==> config.mk <==
export PLATFORM = sky130hd
export DESIGN_NAME = sha256_byte_stream_hasher
export DESIGN_NICKNAME = d
export VERILOG_FILES = /design/src/rtl/sha_pkg.sv /design/src/rtl/sha256_byte_stream_hasher.sv /design/src/rtl/sha_ctrl.sv /design/src/rtl/sha_dp.sv
export SDC_FILE = /design/constraint.sdc
export NUM_CORES = 2
export LEC_CHECK = 0
export BUFFER_PORTS_ARGS = -buffer_cell sky130_fd_sc_hd__buf_2
export CELL_PAD_IN_SITES_DETAIL_PLACEMENT = 1
export CELL_PAD_IN_SITES_GLOBAL_PLACEMENT = 1
export CORE_MARGIN = 2
export CORE_UTILIZATION = 56
export DETAILED_ROUTE_END_ITERATION = 10
export HOLD_SLACK_MARGIN = 0.1
export PLACE_DENSITY = 0.88
export SLEW_MARGIN = 5
export SYNTH_ARGS = -nofsm -noshare
export SYNTH_HDL_FRONTEND = slang
export SYNTH_SLANG_ARGS = --single-unit
==> constraint.sdc <==
create_clock -name clk_i -period 43.3 [get_ports clk_i]
set_input_delay 2.165 -clock clk_i [delete_from_list [all_inputs] [get_ports clk_i]]
set_output_delay 2.165 -clock clk_i [all_outputs]
set_load 0.05 [all_outputs]
==> src/rtl/sha_pkg.sv <==
// ============================================================================
// sha_pkg
// types, constants and the rotate function shared by the sha-256 hasher modules
// ============================================================================
package sha_pkg;

  localparam int unsigned WordW = 32;

  typedef logic [WordW-1:0] word_t;

  typedef enum logic [5:0] {
    ST_IDLE  = 6'b000001,
    ST_PAD   = 6'b000010,
    ST_LEN   = 6'b000100,
    ST_ROUND = 6'b001000,
    ST_ADD   = 6'b010000,
    ST_OUT   = 6'b100000
  } state_e;

  // controller to datapath
  typedef struct packed {
    logic       put_byte;
    logic [7:0] put_val;
    logic       add_len;
    logic       round_init;
    logic       round_step;
    logic       hash_add;
    logic       hash_reset;
  } dp_cmd_t;

  // datapath to controller
  typedef struct packed {
    logic [5:0] fill;
    logic [7:0] len_byte;
  } dp_sts_t;

  localparam word_t InitHash [8] = '{
    32'h6a09e667, 32'hbb67ae85, 32'h3c6ef372, 32'ha54ff53a,
    32'h510e527f, 32'h9b05688c, 32'h1f83d9ab, 32'h5be0cd19
  };

  localparam word_t RoundK [64] = '{
    32'h428a2f98, 32'h71374491, 32'hb5c0fbcf, 32'he9b5dba5,
    32'h3956c25b, 32'h59f111f1, 32'h923f82a4, 32'hab1c5ed5,
    32'hd807aa98, 32'h12835b01, 32'h243185be, 32'h550c7dc3,
    32'h72be5d74, 32'h80deb1fe, 32'h9bdc06a7, 32'hc19bf174,
    32'he49b69c1, 32'hefbe4786, 32'h0fc19dc6, 32'h240ca1cc,
    32'h2de92c6f, 32'h4a7484aa, 32'h5cb0a9dc, 32'h76f988da,
    32'h983e5152, 32'ha831c66d, 32'hb00327c8, 32'hbf597fc7,
    32'hc6e00bf3, 32'hd5a79147, 32'h06ca6351, 32'h14292967,
    32'h27b70a85, 32'h2e1b2138, 32'h4d2c6dfc, 32'h53380d13,
    32'h650a7354, 32'h766a0abb, 32'h81c2c92e, 32'h92722c85,
    32'ha2bfe8a1, 32'ha81a664b, 32'hc24b8b70, 32'hc76c51a3,
    32'hd192e819, 32'hd6990624, 32'hf40e3585, 32'h106aa070,
    32'h19a4c116, 32'h1e376c08, 32'h2748774c, 32'h34b0bcb5,
    32'h391c0cb3, 32'h4ed8aa4a, 32'h5b9cca4f, 32'h682e6ff3,
    32'h748f82ee, 32'h78a5636f, 32'h84c87814, 32'h8cc70208,
    32'h90befffa, 32'ha4506ceb, 32'hbef9a3f7, 32'hc67178f2
  };

  function automatic word_t rotr(input word_t v, input int unsigned s);
    rotr = (v >> s) | (v << (WordW - s));
  endfunction

endpackage

==> src/rtl/sha256_byte_stream_hasher.sv <==
// ============================================================================
// sha256_byte_stream_hasher
// sha-256 of a byte stream: one byte per input transaction, eight digest words
// ============================================================================
// usage:
//   input channel (in_valid_i / in_stall_o): req_type_i 0 appends data_byte_i,
//   req_type_i 1 finishes the message.
//   output channel (out_valid_o / out_stall_i): eight digest words per finish,
//   word_index_o 0..7, last_word_o on the eighth.
// sequence:
//   a data byte is written into the block buffer; the 64th byte of a block also
//   runs the rounds and then the add step on the single shared round unit.
//   a finish walks the padding one byte a cycle up to the block end (one or
//   two blocks, each with its rounds and add step), then presents the eight words.
//   one transaction in flight; in_stall_o is high while it is worked on.
// reset: hash words return to the initial values, byte and bit counts clear.
// stall: a stalled digest word holds; the block waits until it is taken.
// after the last word the block restarts for the next message.
// ============================================================================
module sha256_byte_stream_hasher (
  input  logic        clk_i,
  input  logic        rst_ni,
  input  logic        in_valid_i,
  output logic        in_stall_o,
  input  logic        req_type_i,
  input  logic [7:0]  data_byte_i,
  output logic        out_valid_o,
  input  logic        out_stall_i,
  output logic [31:0] digest_word_o,
  output logic [2:0]  word_index_o,
  output logic        last_word_o
);
  import sha_pkg::*;

  dp_cmd_t    cmd;
  dp_sts_t    sts;
  logic [5:0] rnd;

  sha_ctrl u_ctrl (
    .clk_i, .rst_ni, .in_valid_i, .in_stall_o, .req_type_i, .data_byte_i,
    .out_valid_o, .out_stall_i, .word_index_o, .last_word_o,
    .cmd_o(cmd), .sts_i(sts), .rnd_o(rnd)
  );

  sha_dp u_dp (
    .clk_i, .rst_ni, .cmd_i(cmd), .rnd_i(rnd), .word_index_i(word_index_o),
    .sts_o(sts), .digest_word_o
  );

endmodule

==> src/rtl/sha_ctrl.sv <==
// ============================================================================
// sha_ctrl
// sequencer: byte intake, padding, length bytes, rounds and digest output
// ============================================================================
module sha_ctrl (
  input  logic             clk_i,
  input  logic             rst_ni,
  input  logic             in_valid_i,
  output logic             in_stall_o,
  input  logic             req_type_i,
  input  logic [7:0]       data_byte_i,
  output logic             out_valid_o,
  input  logic             out_stall_i,
  output logic [2:0]       word_index_o,
  output logic             last_word_o,
  output sha_pkg::dp_cmd_t cmd_o,
  input  sha_pkg::dp_sts_t sts_i,
  output logic [5:0]       rnd_o
);
  import sha_pkg::*;

  state_e     state_q, state_d, ret_q, ret_d;
  logic [5:0] rnd_q, rnd_d;
  logic [2:0] cnt_q, cnt_d;
  logic       in_acc, out_acc;

  assign in_acc       = in_valid_i && !in_stall_o;
  assign out_acc      = out_valid_o && !out_stall_i;
  assign in_stall_o   = state_q != ST_IDLE;
  assign out_valid_o  = state_q == ST_OUT;
  assign word_index_o = cnt_q;
  assign last_word_o  = cnt_q == 3'd7;
  assign rnd_o        = rnd_q;

  always_comb begin
    state_d = state_q;
    ret_d   = ret_q;
    rnd_d   = rnd_q;
    cnt_d   = cnt_q;
    cmd_o   = '0;
    unique case (state_q)
      ST_IDLE: begin
        if (in_acc) begin
          cmd_o.put_byte = 1'b1;
          cnt_d = 3'd0;
          if (req_type_i) begin
            cmd_o.put_val = 8'h80;
            ret_d = (sts_i.fill == 6'd55) ? ST_LEN : ST_PAD;
          end else begin
            cmd_o.put_val = data_byte_i;
            cmd_o.add_len = 1'b1;
            ret_d = ST_IDLE;
          end
          if (sts_i.fill == 6'd63) begin
            state_d = ST_ROUND;
            cmd_o.round_init = 1'b1;
            rnd_d = 6'd0;
          end else begin
            state_d = ret_d;
          end
        end
      end
      ST_PAD: begin
        cmd_o.put_byte = 1'b1;
        if (sts_i.fill == 6'd63) begin
          state_d = ST_ROUND;
          cmd_o.round_init = 1'b1;
          rnd_d = 6'd0;
          ret_d = ST_PAD;
        end else if (sts_i.fill == 6'd55) begin
          state_d = ST_LEN;
        end
      end
      ST_LEN: begin
        cmd_o.put_byte = 1'b1;
        cmd_o.put_val  = sts_i.len_byte;
        if (sts_i.fill == 6'd63) begin
          state_d = ST_ROUND;
          cmd_o.round_init = 1'b1;
          rnd_d = 6'd0;
          ret_d = ST_OUT;
        end
      end
      ST_ROUND: begin
        cmd_o.round_step = 1'b1;
        rnd_d = rnd_q + 6'd1;
        if (rnd_q == 6'd63) begin
          state_d = ST_ADD;
        end
      end
      ST_ADD: begin
        cmd_o.hash_add = 1'b1;
        state_d = ret_q;
      end
      ST_OUT: begin
        if (out_acc) begin
          cnt_d = cnt_q + 3'd1;
          if (cnt_q == 3'd7) begin
            cmd_o.hash_reset = 1'b1;
            state_d = ST_IDLE;
          end
        end
      end
      default: state_d = ST_IDLE;
    endcase
  end

  always_ff @(posedge clk_i or negedge rst_ni) begin
    if (!rst_ni) begin
      state_q <= ST_IDLE;
      ret_q   <= ST_IDLE;
      rnd_q   <= '0;
      cnt_q   <= '0;
    end else begin
      state_q <= state_d;
      ret_q   <= ret_d;
      rnd_q   <= rnd_d;
      cnt_q   <= cnt_d;
    end
  end

endmodule

==> src/rtl/sha_dp.sv <==
// ============================================================================
// sha_dp
// block buffer, length counter, message schedule window, round and hash registers
// ============================================================================
module sha_dp (
  input  logic             clk_i,
  input  logic             rst_ni,
  input  sha_pkg::dp_cmd_t cmd_i,
  input  logic [5:0]       rnd_i,
  input  logic [2:0]       word_index_i,
  output sha_pkg::dp_sts_t sts_o,
  output logic [31:0]      digest_word_o
);
  import sha_pkg::*;

  word_t       buf_q [16];
  word_t       w_q [16];
  word_t       r_q [8];
  word_t       h_q [8];
  logic [5:0]  fill_q;
  logic [63:0] bits_q;
  logic [63:0] len_q;
  word_t       s0, s1, wnew, big1, ch, big0, maj, t1, t2;

  assign sts_o         = '{fill: fill_q, len_byte: len_q[63 - 8*fill_q[2:0] -: 8]};
  assign digest_word_o = h_q[word_index_i];

  always_comb begin
    s0   = rotr(w_q[1], 7) ^ rotr(w_q[1], 18) ^ (w_q[1] >> 3);
    s1   = rotr(w_q[14], 17) ^ rotr(w_q[14], 19) ^ (w_q[14] >> 10);
    wnew = w_q[0] + s0 + w_q[9] + s1;
    big1 = rotr(r_q[4], 6) ^ rotr(r_q[4], 11) ^ rotr(r_q[4], 25);
    ch   = (r_q[4] & r_q[5]) ^ (~r_q[4] & r_q[6]);
    t1   = r_q[7] + big1 + ch + RoundK[rnd_i] + w_q[0];
    big0 = rotr(r_q[0], 2) ^ rotr(r_q[0], 13) ^ rotr(r_q[0], 22);
    maj  = (r_q[0] & r_q[1]) ^ (r_q[0] & r_q[2]) ^ (r_q[1] & r_q[2]);
    t2   = big0 + maj;
  end

  // payload storage, message schedule window and round registers
  always_ff @(posedge clk_i) begin
    if (cmd_i.put_byte) begin
      if (fill_q[1:0] == 2'd0) begin
        buf_q[fill_q[5:2]] <= {cmd_i.put_val, 24'd0};
      end else begin
        buf_q[fill_q[5:2]][31 - 8*fill_q[1:0] -: 8] <= cmd_i.put_val;
      end
    end
    if (cmd_i.round_init) begin
      for (int i = 0; i < 15; i++) w_q[i] <= buf_q[i];
      w_q[15] <= {buf_q[15][31:8], cmd_i.put_val};
      r_q <= h_q;
    end else if (cmd_i.round_step) begin
      for (int i = 0; i < 15; i++) w_q[i] <= w_q[i+1];
      w_q[15] <= wnew;
      r_q[7] <= r_q[6];
      r_q[6] <= r_q[5];
      r_q[5] <= r_q[4];
      r_q[4] <= r_q[3] + t1;
      r_q[3] <= r_q[2];
      r_q[2] <= r_q[1];
      r_q[1] <= r_q[0];
      r_q[0] <= t1 + t2;
    end
  end

  always_ff @(posedge clk_i or negedge rst_ni) begin
    if (!rst_ni) begin
      fill_q <= '0;
      bits_q <= '0;
      len_q  <= '0;
      h_q    <= InitHash;
    end else begin
      if (cmd_i.put_byte) begin
        fill_q <= fill_q + 6'd1;
      end
      if (cmd_i.add_len) begin
        bits_q <= bits_q + 64'd8;
      end else if (cmd_i.put_byte && cmd_i.put_val == 8'h80 && !cmd_i.round_step
                   && len_q != bits_q) begin
        len_q <= bits_q;
      end
      if (cmd_i.add_len) begin
        len_q <= bits_q + 64'd8;
      end
      if (cmd_i.hash_add) begin
        for (int i = 0; i < 8; i++) h_q[i] <= h_q[i] + r_q[i];
      end
      if (cmd_i.hash_reset) begin
        h_q    <= InitHash;
        bits_q <= '0;
        len_q  <= '0;
        fill_q <= '0;
      end
    end
  end

endmodule
==> impl_metrics.py <==
metrics = {
    "drt": {
        "drt_iter0_drc": 8463,
        "route.vias.total": 75500,
        "drtPass1Iterations": 8,
        "wl_per_cell_um": 31.6,
        "antenna_left": 0,
        "met2WireLength_um": 172000,
        "drc_errors": 0,
        "via_per_inst": 6.59,
        "wl_met1_um": 129000,
        "wl_um": 363000,
        "wl_met3_um": 29600,
        "maxUsedRoutingLayer": "met5",
    },
    "die": {
        "std_cell_rows": 151,
        "core-area_um2": 169000,
        "dieArea_um2": 173000,
        "die_w_um": 416,
        "ios": 51,
        "start_util_pct": 56.2,
        "die_y_um": 416,
    },
    "place": {
        "hpwl_um": 248000,
        "gp_congestion": 0.989,
        "portBuffers": 50,
        "place_ws_ns": 32.95,
    },
    "power": {
        "clkPwrFrac_pct": 40.2,
        "p_leak_nw": 42.2,
        "p_sw_mw": 1.10,
        "pwr-share-comb_pct": 14.1,
        "internal_power_mw": 2.82,
        "p_seq_share_pct": 45.7,
        "ir_drop_v": 0.0000554,
        "p_per_area_nw_per_um2": 38.1,
        "p_sw_share_pct": 28.1,
    },
    "min_path": {
        "hp-class": "reg2reg",
        "hold_start": "u_ctrl.ret_q[0]$_DFFE_PN1P_",
    },
    "global_routing": {
        "track_usage_pct": 41.7,
        "overflow": 0,
        "grt_max_degree": 174,
        "grt_pass1_wl_um": 532000,
        "antenna_found_initial": 24,
        "grt_pass1_vias": 79400,
    },
    "synthesis": {
        "syn_area_um2": 94900,
        "synth_seq_cells": 1676,
        "synthArstFlopShare_pct": 24.1,
        "synth_cells": 9189,
        "ys_warn_count": 0,
        "postSynthNetCount": 9799,
        "synth-edff-count": 1272,
        "yosysSeqAreaShare_pct": 51.1,
        "synth_cell_types": 104,
        "yosys_most_used_dff": "edfxtp_1",
        "syn_avg_cell_area_um2": 10.3,
    },
    "timing": {
        "slew_headroom_pct": 13.2,
        "setup_ws_ns": 32.70,
        "setup-violations-final": 0,
        "setup_tns_ns": 0,
        "fin_crit_ns": 10.60,
        "fin_crit_sh_pct": 24.5,
        "finClkSkew_ns": 0.0828,
        "hold_viol_final": 0,
        "holdWs_ns": 0.490,
        "drv_slew": 0,
        "worst_slew_pin_slew_ns": 1.29,
        "rsz0062_at_grt": "false",
        "fmax_mhz": 94.3,
    },
    "setup_path": {
        "end_kind": "register",
        "critPathRequiredTime_ns": 43.85,
        "worstPathMaxFanout": 15,
        "cp_common_cell": "fa_1",
        "crit_start": "u_ctrl.rnd_o[1]$_DFFE_PN0P_",
        "r2r_start": "u_ctrl.rnd_o[1]$_DFFE_PN0P_",
        "worstPathArrival_ns": 11.15,
        "critical_path_class": "reg2reg",
        "crit_slowest_cell": "dfrtp_1",
        "crit_path_start_kind": "register",
        "cpPeakStageDelay_ns": 0.68,
    },
    "final_layout": {
        "drive_above_1_share_pct": 8.48,
        "layout_commonest_cell": "nand2_1",
        "final_cell_mix": "nand2_1 (2400), edfxtp_1 (1272), a21oi_1 (493)",
        "multiInputGateArea_um2": 43200,
        "regArea_um2": 48500,
        "area_delta_synth_final_pct": 8.56,
        "nets": 9696,
        "num-fill-cells": 17800,
    },
    "clock_tree": {
        "post_cts_resized": 0,
        "ctsRootBufferMaster": "clkbuf_16",
        "cts_tree": "built",
        "cts_buffers": 176,
        "cts.path.max_buffers": 3,
        "cts_setup_buffers": 0,
        "holdBufCountCts": 0,
        "cts.sinks": 1676,
        "clk_latency_ns": 0.90,
        "cts.htree.levels": 4,
        "clk_pin_slew_ns": 0.06,
    },
    "status": {
        "status": "completed",
    },
    "run": {
        "cap_viol_max_count": 0,
    },
}
## power groups by stage
stage | registers [mW] | logic [mW] | clock network [mW]
2_1_floorplan | 1.82 | 0.362 | 0
3_3_place_gp | 1.82 | 0.500 | 0
3_5_place_dp | 1.83 | 0.528 | 0
4_1_cts | 1.79 | 0.539 | 1.58
5_1_grt | 1.80 | 0.591 | 1.63
6_report | 1.80 | 0.552 | 1.58
## metal layers
metal	GRT usage (%)	up-vias
met2	68.3	4206
met3	8.32	1306
li1	-	31700
met5	0	-
met4	29.3	18
met1	49.6	38300
## kinds of logic after synthesis
logic type | share of synthesized area (%)
AO/OA/AOI/OAI | 10.9
XOR/XNOR | 6.14
adder cells (fa/ha/maj) | 9.45
buffers and inverters | 3.42
flip-flops | 51.1
multiplexers | 3.59
AND/OR/NAND/NOR | 15.4
## worst max-delay path: cells and delay by family, from the launching register on
kind	cells	cell delay (ns)
AOI/OAI and AO/OA	14	3.65
adders and majority gates	8	3.58
and+or+nand+nor	6	1.19
buffers and inverters	5	0.78
DFF	1	0.68
xor gates and xnor gates	2	0.38
## flip-flops by register name, indices dropped and copies added (netlist names)
name / cells
u_dp.fill_q: 6
u_dp.bits_q: 61
u_ctrl.word_index_o: 3
u_dp.buf_q: 504
u_dp.len_q: 62
u_dp.r_q: 256
u_ctrl.state_q: 6
u_ctrl.rnd_o: 6
u_dp.h_q: 256
u_ctrl.ret_q: 4
u_dp.w_q: 512
## final timing paths
kind,to,slack (ns),cells past startpoint
min,u_ctrl.ret_q[0]$_DFFE_PN1P_,0.49,2
max in group asynchronous,u_dp.h_q[68]$_DFFE_PN0P_,39.86,3
min in group asynchronous,u_dp.h_q[248]$_DFFE_PN0P_,1.31,1
max,u_dp.r_q[254]$_DFFE_PP_,32.70,35
max reg2reg,u_dp.r_q[254]$_DFFE_PP_,32.70,35
min reg2reg,u_ctrl.ret_q[0]$_DFFE_PN1P_,0.49,2
## cells in the mapped netlist, types with 20 or more instances
master,n,area share [%]
a21oi_1,496,2.6
nor2_1,458,1.8
nor3_1,107,0.56
ha_1,402,5.3
inv_1,394,1.6
dfstp_2,138,3.8
mux4_2,84,2.0
mux2_2,65,0.77
o211ai_1,41,0.32
nand3_1,179,0.94
buf_2,27,0.14
o31ai_1,35,0.28
edfxtp_1,1272,40
o21ai_1,20,0.11
a211oi_1,46,0.36
dfrtp_1,266,7.0
nand4_1,49,0.32
mux2i_1,44,0.46
nor2b_1,56,0.37
or3_1,34,0.22
xor2_1,272,2.5
and2_1,24,0.16
fa_1,195,4.1
o21bai_1,41,0.32
and3_1,48,0.32
clkbuf_1,365,1.4
xnor2_1,390,3.6
a31oi_1,54,0.36
o21ai_0,490,2.6
a21o_1,204,1.6
nand2_1,2402,9.5
nand2b_1,71,0.47
o21a_1,54,0.43
mux2_1,28,0.33
buf_1,31,0.12
## area by class of cell
type	count	area share, %
sequential	1676	47.1
multi-input combinational	6683	42.0
clock buffer	229	4.60
tap	2218	2.69
inverter	397	1.45
clock inverter	98	1.10
timing repair buffer	152	1.04
antenna	11	0.0267
## metrics by stage
step / util [%] / std cells / power [mW] / area [um^2]
after global placement: 57.5 / 11100 / 2.32 / 97100
after CTS: 60.9 / 11500 / 3.91 / 103000
after detailed placement: 57.5 / 11100 / 2.35 / 97100
final: 61.0 / 11500 / 3.93 / 103000
after floorplan: - / 9189 / 2.18 / 94900
after global routing: 61.0 / 11500 / 4.02 / 103000
Note: power is estimated with default switching activity, not from simulation.
